--- config.mk ---
export PLATFORM = sky130hd
export DESIGN_NAME = stream_suffix_pattern_matcher
export DESIGN_NICKNAME = d
export VERILOG_FILES = /design/src/hdl/ssm_pkg.sv /design/src/hdl/ssm_ram.sv /design/src/hdl/ssm_ctrl.sv /design/src/hdl/ssm_datapath.sv /design/src/hdl/stream_suffix_pattern_matcher.sv
export SDC_FILE = /design/constraint.sdc
export NUM_CORES = 2
export LEC_CHECK = 0
export BUFFER_PORTS_ARGS = -buffer_cell sky130_fd_sc_hd__buf_2
export CAP_MARGIN = 20
export CORE_MARGIN = 8
export CORE_UTILIZATION = 30
export CTS_CLUSTER_SIZE = 12
export DETAILED_ROUTE_END_ITERATION = 16
export HOLD_SLACK_MARGIN = 0.02
export PLACE_DENSITY = 0.42
export SLEW_MARGIN = 20
export SYNTH_ARGS = -nofsm -noshare
export SYNTH_HDL_FRONTEND = slang
export SYNTH_SLANG_ARGS = --single-unit
--- constraint.sdc ---
create_clock -name clk -period 33.5 [get_ports clk]
set_input_delay 6.7 -clock clk [delete_from_list [all_inputs] [get_ports clk]]
set_output_delay 6.7 -clock clk [all_outputs]
set_load 0.02 [all_outputs]
--- src/hdl/ssm_pkg.sv ---
// Package: sizes, mode codes and control structs of the suffix matcher.
`timescale 1ns / 1ps
package ssm_pkg;

  localparam int MAX_WORDS = 16;
  localparam int MAX_LEN   = 16;

  localparam int MODE_W = 2;
  localparam int SLOT_W = 4;
  localparam int POS_W  = 4;
  localparam int SYM_W  = 8;

  localparam int WORD_IDX_W = (MAX_WORDS > 1) ? $clog2(MAX_WORDS) : 1;
  localparam int HIST_IDX_W = (MAX_LEN > 1) ? $clog2(MAX_LEN) : 1;
  localparam int LEN_W      = $clog2(MAX_LEN + 1);
  localparam int ROW_W      = MAX_LEN * SYM_W;

  localparam logic [MODE_W-1:0] MODE_CLEAR  = MODE_W'(0);
  localparam logic [MODE_W-1:0] MODE_LOAD   = MODE_W'(1);
  localparam logic [MODE_W-1:0] MODE_STREAM = MODE_W'(2);

  typedef struct packed {
    logic clear;        // drop all patterns
    logic load_rd;      // capture load item, read its row
    logic load_wr;      // write merged row, set length on final symbol
    logic stream_take;  // shift symbol into history, restart scan
    logic scan_step;    // read next row for comparison
    logic out_load;     // move hit flag into output register
  } ssm_cmd_t;

  typedef struct packed {
    logic load_ok;      // slot and position inside the table
    logic scan_last;    // scan counter on last row
    logic out_busy;     // output register full and stalled
  } ssm_status_t;

endpackage

--- src/hdl/ssm_ram.sv ---
// Generic single-write, single-read RAM with registered read data.
`timescale 1ns / 1ps
module ssm_ram #(
  parameter int WIDTH = 8,
  parameter int DEPTH = 16
) (
  input  logic                                          clk,
  input  logic                                          we,
  input  logic [((DEPTH > 1) ? $clog2(DEPTH) : 1)-1:0]  waddr,
  input  logic [WIDTH-1:0]                              wdata,
  input  logic                                          re,
  input  logic [((DEPTH > 1) ? $clog2(DEPTH) : 1)-1:0]  raddr,
  output logic [WIDTH-1:0]                              rdata
);

  logic [WIDTH-1:0] mem [DEPTH];

  always_ff @(posedge clk) begin
    if (we) begin
      mem[waddr] <= wdata;
    end
    if (re) begin
      rdata <= mem[raddr];
    end
  end

endmodule

--- src/hdl/ssm_ctrl.sv ---
// Controller: sequences clear, load and stream items over the datapath.
`timescale 1ns / 1ps
module ssm_ctrl (
  input  logic                         clk,
  input  logic                         rst,
  input  logic                         in_valid,
  input  logic [ssm_pkg::MODE_W-1:0]   mode,
  input  ssm_pkg::ssm_status_t         status,
  output logic                         in_stall,
  output ssm_pkg::ssm_cmd_t            cmd
);
  import ssm_pkg::*;

  typedef enum logic [4:0] {
    S_IDLE     = 5'b00001,
    S_LOAD_WR  = 5'b00010,
    S_SCAN     = 5'b00100,
    S_SCAN_END = 5'b01000,
    S_FINISH   = 5'b10000
  } state_t;

  state_t state, state_next;

  assign in_stall = (state != S_IDLE);

  always_comb begin
    state_next = state;
    cmd        = '0;
    case (state)
      S_IDLE: begin
        if (in_valid) begin
          case (mode)
            MODE_CLEAR: begin
              cmd.clear = 1'b1;
            end
            MODE_LOAD: begin
              if (status.load_ok) begin
                cmd.load_rd = 1'b1;
                state_next  = S_LOAD_WR;
              end
            end
            MODE_STREAM: begin
              cmd.stream_take = 1'b1;
              state_next      = S_SCAN;
            end
            default: ;
          endcase
        end
      end
      S_LOAD_WR: begin
        cmd.load_wr = 1'b1;
        state_next  = S_IDLE;
      end
      S_SCAN: begin
        cmd.scan_step = 1'b1;
        if (status.scan_last) begin
          state_next = S_SCAN_END;
        end
      end
      S_SCAN_END: begin
        // last row is compared in this cycle
        state_next = S_FINISH;
      end
      S_FINISH: begin
        if (!status.out_busy) begin
          cmd.out_load = 1'b1;
          state_next   = S_IDLE;
        end
      end
      default: begin
        state_next = S_IDLE;
      end
    endcase
  end

  always_ff @(posedge clk) begin
    if (rst) begin
      state <= S_IDLE;
    end else begin
      state <= state_next;
    end
  end

endmodule

--- src/hdl/ssm_datapath.sv ---
// Datapath: pattern RAM, lengths, history, row comparator, output register.
`timescale 1ns / 1ps
module ssm_datapath (
  input  logic                        clk,
  input  logic                        rst,
  input  ssm_pkg::ssm_cmd_t           cmd,
  output ssm_pkg::ssm_status_t        status,
  input  logic [ssm_pkg::SLOT_W-1:0]  slot,
  input  logic [ssm_pkg::POS_W-1:0]   position,
  input  logic [ssm_pkg::SYM_W-1:0]   symbol,
  input  logic                        final_symbol,
  input  logic                        out_stall,
  output logic                        out_valid,
  output logic                        matched
);
  import ssm_pkg::*;

  logic [SYM_W-1:0]      history [MAX_LEN];
  logic [LEN_W-1:0]      hist_fill;
  logic [LEN_W-1:0]      pat_len [MAX_WORDS];
  logic [MAX_WORDS-1:0]  pat_valid;

  logic [WORD_IDX_W-1:0] ld_slot;
  logic [HIST_IDX_W-1:0] ld_pos;
  logic [SYM_W-1:0]      ld_sym;
  logic                  ld_fin;

  logic [WORD_IDX_W-1:0] scan_cnt;
  logic [WORD_IDX_W-1:0] cmp_idx;
  logic                  cmp_pending;
  logic                  hit;

  logic                  ram_re;
  logic [WORD_IDX_W-1:0] ram_raddr;
  logic [ROW_W-1:0]      ram_rdata;
  logic [ROW_W-1:0]      wr_row;

  logic [LEN_W-1:0]      cur_len;
  logic [LEN_W-1:0]      dk;
  logic                  row_hit;

  assign status.load_ok   = (int'(slot) < MAX_WORDS) && (int'(position) < MAX_LEN);
  assign status.scan_last = (scan_cnt == WORD_IDX_W'(MAX_WORDS - 1));
  assign status.out_busy  = out_valid && out_stall;

  assign ram_re    = cmd.load_rd || cmd.scan_step;
  assign ram_raddr = cmd.load_rd ? WORD_IDX_W'(slot) : scan_cnt;

  ssm_ram #(
    .WIDTH (ROW_W),
    .DEPTH (MAX_WORDS)
  ) u_ram (
    .clk   (clk),
    .we    (cmd.load_wr),
    .waddr (ld_slot),
    .wdata (wr_row),
    .re    (ram_re),
    .raddr (ram_raddr),
    .rdata (ram_rdata)
  );

  // read-modify-write: replace one symbol of the row
  always_comb begin
    wr_row = ram_rdata;
    for (int k = 0; k < MAX_LEN; k++) begin
      if (HIST_IDX_W'(k) == ld_pos) begin
        wr_row[k*SYM_W +: SYM_W] = ld_sym;
      end
    end
  end

  // pattern symbol k lines up with history entry len-1-k
  always_comb begin
    cur_len = pat_len[cmp_idx];
    dk      = '0;
    row_hit = pat_valid[cmp_idx] && (cur_len != '0) && (cur_len <= hist_fill);
    for (int k = 0; k < MAX_LEN; k++) begin
      if (LEN_W'(k) < cur_len) begin
        dk = cur_len - LEN_W'(k) - LEN_W'(1);
        if (ram_rdata[k*SYM_W +: SYM_W] != history[dk[HIST_IDX_W-1:0]]) begin
          row_hit = 1'b0;
        end
      end
    end
  end

  always_ff @(posedge clk) begin
    if (rst) begin
      hist_fill   <= '0;
      pat_valid   <= '0;
      scan_cnt    <= '0;
      cmp_pending <= 1'b0;
      hit         <= 1'b0;
      out_valid   <= 1'b0;
      for (int i = 0; i < MAX_WORDS; i++) begin
        pat_len[i] <= '0;
      end
      for (int i = 0; i < MAX_LEN; i++) begin
        history[i] <= '0;
      end
    end else begin
      cmp_pending <= cmd.scan_step;

      if (cmd.clear) begin
        pat_valid <= '0;
        for (int i = 0; i < MAX_WORDS; i++) begin
          pat_len[i] <= '0;
        end
      end

      if (cmd.load_wr && ld_fin) begin
        pat_len[ld_slot]   <= LEN_W'(ld_pos) + LEN_W'(1);
        pat_valid[ld_slot] <= 1'b1;
      end

      if (cmd.stream_take) begin
        history[0] <= symbol;
        for (int i = 1; i < MAX_LEN; i++) begin
          history[i] <= history[i-1];
        end
        if (hist_fill != LEN_W'(MAX_LEN)) begin
          hist_fill <= hist_fill + LEN_W'(1);
        end
        scan_cnt <= '0;
        hit      <= 1'b0;
      end else begin
        if (cmd.scan_step) begin
          scan_cnt <= scan_cnt + WORD_IDX_W'(1);
        end
        if (cmp_pending && row_hit) begin
          hit <= 1'b1;
        end
      end

      if (cmd.out_load) begin
        out_valid <= 1'b1;
      end else if (!out_stall) begin
        out_valid <= 1'b0;
      end
    end
  end

  always_ff @(posedge clk) begin
    if (cmd.load_rd) begin
      ld_slot <= WORD_IDX_W'(slot);
      ld_pos  <= HIST_IDX_W'(position);
      ld_sym  <= symbol;
      ld_fin  <= final_symbol;
    end
    if (cmd.scan_step) begin
      cmp_idx <= scan_cnt;
    end
    if (cmd.out_load) begin
      matched <= hit;
    end
  end

endmodule

--- src/hdl/stream_suffix_pattern_matcher.sv ---
// Top level of the multi-pattern stream suffix matcher.
//
//  channel | signals                                        | direction
//  --------+------------------------------------------------+----------
//  in      | in_valid, in_stall, mode, slot, position,      | sink
//          | symbol, final_symbol                           |
//  out     | out_valid, out_stall, matched                  | source
//
// Clear items and out-of-range loads are done without leaving the idle state; a
// load reads the pattern row, then writes it back with one symbol replaced.
// A stream item reads one row of the pattern RAM per cycle through its single
// read port and compares each row against the whole history in parallel.
// rst is synchronous: it empties the table and the history, drops any result.
// A stalled result waits in the output register; the next item is taken
// meanwhile, and a following stream item waits at its end for the register.
`timescale 1ns / 1ps
module stream_suffix_pattern_matcher (
  input  logic                        clk,
  input  logic                        rst,
  input  logic                        in_valid,
  output logic                        in_stall,
  input  logic [ssm_pkg::MODE_W-1:0]  mode,
  input  logic [ssm_pkg::SLOT_W-1:0]  slot,
  input  logic [ssm_pkg::POS_W-1:0]   position,
  input  logic [ssm_pkg::SYM_W-1:0]   symbol,
  input  logic                        final_symbol,
  output logic                        out_valid,
  input  logic                        out_stall,
  output logic                        matched
);
  import ssm_pkg::*;

  // controller <-> datapath
  ssm_cmd_t    cmd;
  ssm_status_t status;

  ssm_ctrl u_ctrl (
    .clk      (clk),
    .rst      (rst),
    .in_valid (in_valid),
    .mode     (mode),
    .status   (status),
    .in_stall (in_stall),
    .cmd      (cmd)
  );

  // pattern rows live in RAM; lengths, valid bits and history in flops
  ssm_datapath u_datapath (
    .clk          (clk),
    .rst          (rst),
    .cmd          (cmd),
    .status       (status),
    .slot         (slot),
    .position     (position),
    .symbol       (symbol),
    .final_symbol (final_symbol),
    .out_stall    (out_stall),
    .out_valid    (out_valid),
    .matched      (matched)
  );

endmodule

==> reports/summary.log <==
qor: status.run_status completed
qor: clocking.worst_setup_hold_path_clk_slew 0.06 ns
qor: finish.final_core_utilization 34.49%
qor: global_routing.initial_antenna_violation_count 12
qor: synthesis.synth_async_sr_flop_share 0%
qor: finish.final_layout_size_suffix_gt1_share 22.21%
qor: timing.worst_slew_margin_rel 21.39%
qor: critical_path.critical_path_depth 15
qor: drt.route.final.wire_length 322.4 mm
qor: timing.tns 0 ns
qor: critical_path.critical_path.n_buffers_inverters 7
qor: timing.worst_setup_skew_after_layout 0.06047 ns
qor: clocking.cts_resized 0
qor: die.design.portCount 26
qor: global_routing.first_pass_grt_wire_length 452.6 mm
qor: critical_path.timing.critical_path.arrival 12.86 ns
qor: drt.remaining_drc_errors 0
qor: synthesis.synth.net_count 5734
qor: synthesis.synth.mux.area_fraction 17.07%
qor: drt.drt.antenna.violating_nets 0
qor: min_path.min_path_type reg -> reg
qor: finish.final_nets 5849
qor: die.fp.dieArea 362200 um2
qor: synthesis.total_standard_cell_area_after_synthesis 103000 um2
qor: clocking.cts_tree yes
qor: global_routing.via_count_of_the_first_global_routing_pass 56.34k
qor: synthesis.synth_compound_area_share 3.625%
qor: global_routing.maximum_number_of_pins_on_one_net_before_global_route_repair 128
qor: clocking.cts-htree-levels 5
qor: drt.dr_total_vias 55.06k
qor: finish.area.growth.synth_to_final 14.63%
qor: die.row_count 215
qor: drt.met2RoutedLength 152.5 mm
qor: synthesis.synth_seq_cells 2443
qor: die.initial_utilization 30.09%
qor: clocking.clock_path_buffers 4
qor: clocking.cts-hold-fix-buffers 0
qor: drt.drtIter0Drc 4597
qor: synthesis.synth_sequential_area_ratio 70.89%
qor: critical_path.crit_family buffers and inverters
qor: critical_path.worst_ep_required_time 34.07 ns
qor: synthesis.syn_inst 5691
qor: power_and_ir_drop.post-layout-total-power 7.049 mW
qor: drt.drtPass1Iterations 7
qor: die.die_h 601.8 um
qor: synthesis.synth_top_area_share 70.17%
qor: drt.drt-vias-per-instance 5.194
qor: timing.post_layout_minimum_cycle_time 12.29 ns
qor: finish.nFillCells 32.31k
qor: synthesis.synthAdderAreaFrac 0.2430%
qor: global_routing.grt_usage 17.26%
qor: critical_path.crit_chain buf_2 -> nand2_1 -> nor2_1 -> nand2_1 -> mux2i_4 -> buf_4 -> buf_4 -> buf_4 -> buf_12 -> buf_4 -> buf_4 -> mux4_2 -> and2_1 -> a211oi_1 -> a31oi_1
qor: critical_path.regToRegSetupSlack 26.06 ns
qor: placement.routabilityCongestion 0.8227
qor: timing.slew_violations 0
qor: synthesis.xor_xnor_cell_area_share_of_the_yosys_netlist 1.547%
qor: power_and_ir_drop.cellPowerDensity 59.72 nW/um2
qor: critical_path.rr_worst_depth 17
qor: global_routing.overflow 0
qor: critical_path.regToRegEndpoint u_datapath.hit$_SDFFE_PP0P_
qor: synthesis.combinational_family_with_the_most_area_after_synthesis multiplexers
qor: placement.io_buffers 25
qor: drt.route.detailed.wl_per_inst 30.41 um
qor: drt.routed.top_layer met5
qor: placement.detailed_place_hpwl 180.1 mm
qor: timing.finalHoldViolCount 0
qor: critical_path.critPathLaunchType primary input
qor: min_path.holdCritStartpoint u_datapath.pat_valid[10]$_SDFF_PP0_
qor: job.max-cap-violations 0
qor: synthesis.edff_count_synth 2406
qor: drt.met1_wirelength 147.5 mm
qor: synthesis.dominantRegCellSynth edfxtp_1
qor: clocking.cts_setup_buffers 0
qor: clocking.cts-root-buf clkbuf_16
qor: critical_path.crit_type in -> reg
qor: die.dieWidth 601.8 um
qor: timing.portion_of_the_clock_cycle_consumed_by_the_worst_path_in_the_final_layout 36.68%
qor: min_path.hold_path_end u_datapath.pat_valid[10]$_SDFF_PP0_
qor: synthesis.synth.largest_area_cell edfxtp_1
qor: clocking.clock-sinks 2443
qor: timing.tightestPinTransition 1.171 ns
qor: power_and_ir_drop.leakage 38.47 nW
qor: drt.met3RoutedLength 14.42 mm
qor: clocking.cts-buffers-inserted 285
qor: critical_path.crit_path_top_cell_by_count buf_4
qor: critical_path.worst_setup_path_startpoint in_valid
qor: synthesis.synth_simple_gate_area_share 5.116%
qor: timing.rsz0062_at_grt false
qor: synthesis.ys.warnings.count 0
qor: power_and_ir_drop.vdd_drop_max 0.00003281 V
qor: min_path.number_of_stages_on_the_worst_hold_path 2
qor: synthesis.synthTopCellsByArea edfxtp_1 70%, mux4_2 13%, mux2i_1 2.8%, nand2_1 1.9%, mux2_2 1.5%
qor: synthesis.netlist_cell_types 72
qor: finish.layout_commonest_cell edfxtp_1
qor: critical_path.largest_fanout_of_any_net_on_the_critical_path 95
qor: critical_path.critPathCaptureType register
qor: clocking.clock_latency 0.89 ns
qor: critical_path.crit_slowest_cell buf_4
qor: timing.max_freq 81.39 MHz
qor: die.core_area 342200 um2
qor: critical_path.max_stage_delay 0.77 ns
qor: finish.mostFrequentLayoutCells 2406 x edfxtp_1, 583 x mux4_2, 523 x nand2_1
qor: timing.final_setup_viols 0
qor: synthesis.syn-mean-instance-area 18.09 um2
[layer usage]
| metal | GRT usage [%] | vias to the layer above |
|---|---|---|
| li1 | - | 23210 |
| met4 | 4.391 | 2 |
| met5 | 0 | - |
| met2 | 28.11 | 1390 |
| met1 | 24.55 | 30050 |
| met3 | 2.116 | 415 |
[worst reg2reg max path, delay by kind of cell, from the launching register on]
kind,cells,cell delay [ns]
AOI/OAI and AO/OA,5,2.04
xor gates and xnor gates,1,0.13
adders and majority gates,1,0.69
buffers and inverters,2,0.89
DFF,1,0.31
and+or+nand+nor,4,1.43
muxes,4,1.94
[per-stage QoR]
stage | instance area [um2] | hold slack (ns) | worst slack, ns | instances
after global placement | 109000 | 0.4305 | 20.15 | 10080
final | 118000 | 0.4383 | 21.21 | 10600
after CTS | 118000 | 0.4394 | 21.11 | 10590
after global routing | 118000 | 0.4610 | 20.87 | 10590
after detailed placement | 109000 | 0.4298 | 20.14 | 10080
after floorplan | 103000 | 0.4086 | 21.41 | 5691
[how the worst max path moves through the flow]
stage                                        endpoint  slack (ns)
2_1_floorplan  u_datapath.pat_len[4][0]$_SDFFCE_PN0P_       21.41
3_3_place_gp     u_datapath.u_ram.rdata[52]$_DFFE_PP_       20.15
3_5_place_dp     u_datapath.u_ram.rdata[52]$_DFFE_PP_       20.14
4_1_cts          u_datapath.u_ram.rdata[52]$_DFFE_PP_       21.11
5_1_grt          u_datapath.u_ram.rdata[52]$_DFFE_PP_       20.87
6_report         u_datapath.u_ram.rdata[52]$_DFFE_PP_       21.21
[Yosys cell counts (all sizes together), types with 4 or more instances]
| master | count |
|---|---|
| o211a | 4 |
| a41oi | 4 |
| nor2b | 55 |
| and2 | 207 |
| buf | 120 |
| o2111ai | 5 |
| mux2i | 290 |
| dfxtp | 37 |
| nor3 | 22 |
| nand2b | 16 |
| clkbuf | 236 |
| a22oi | 21 |
| nand2 | 527 |
| inv | 36 |
| a2111oi | 4 |
| a311oi | 23 |
| nand3 | 66 |
| a21boi | 10 |
| nand4 | 25 |
| a31oi | 138 |
| mux2 | 137 |
| nor4 | 15 |
| a211oi | 130 |
| xnor2 | 103 |
| o22ai | 13 |
| o211ai | 23 |
| ha | 20 |
| mux4 | 583 |
| o221ai | 17 |
| a22o | 14 |
| xor2 | 78 |
| or3 | 11 |
| o21ai | 14 |
| nor2 | 144 |
| o22a | 5 |
| a221oi | 18 |
| and3 | 23 |
| edfxtp | 2406 |
| a21oi | 53 |
[final cells by class]
type                            instances  area, um2  share of cell area (%)
Sequential cell                      2443      72990                   61.84
Multi-Input combinational cell       2855      28740                   24.35
Clock buffer                          364       7630                   6.464
Tap cell                             4557       5702                   4.831
Timing Repair Buffer                  184       1481                   1.255
Clock inverter                        151       1320                   1.118
Inverter                               37      143.9                  0.1219
Antenna cell                           10      25.02                 0.02120
[state kept, by name, indices dropped and copies added, names as in the netlist, 4 cells and up, named ones only]
name	count
u_datapath.u_ram.rdata	128
u_datapath.pat_valid	16
u_datapath.history	128
u_datapath.cmp_idx	4
u_ctrl.state	5
u_datapath.u_ram.mem	2048
u_datapath.ld_slot	4
u_datapath.pat_len	80
u_datapath.ld_pos	4
u_datapath.ld_sym	8
u_datapath.hist_fill	5
u_datapath.scan_cnt	4
[cell families (layout without fill, tap and decap cells)]
kind of cell | count (synthesis) | in the layout
and+or+nand+nor | 1123 | 1123
muxes | 1010 | 1010
other | 0 | 10
adders and majority gates | 20 | 20
buffers and inverters | 393 | 736
AOI/OAI and AO/OA | 521 | 521
DFF | 2443 | 2443
xor gates and xnor gates | 181 | 181
[where the power goes]
group | leakage [nW] | internal (mW) | switching (mW)
Clock | 4.36 | 1.74 | 1.27
Sequential | 22.2 | 3.41 | 0.0431
Combinational | 11.9 | 0.214 | 0.370
Total | 38.5 | 5.37 | 1.68
No activity file was read; power rests on OpenSTA's default activity.
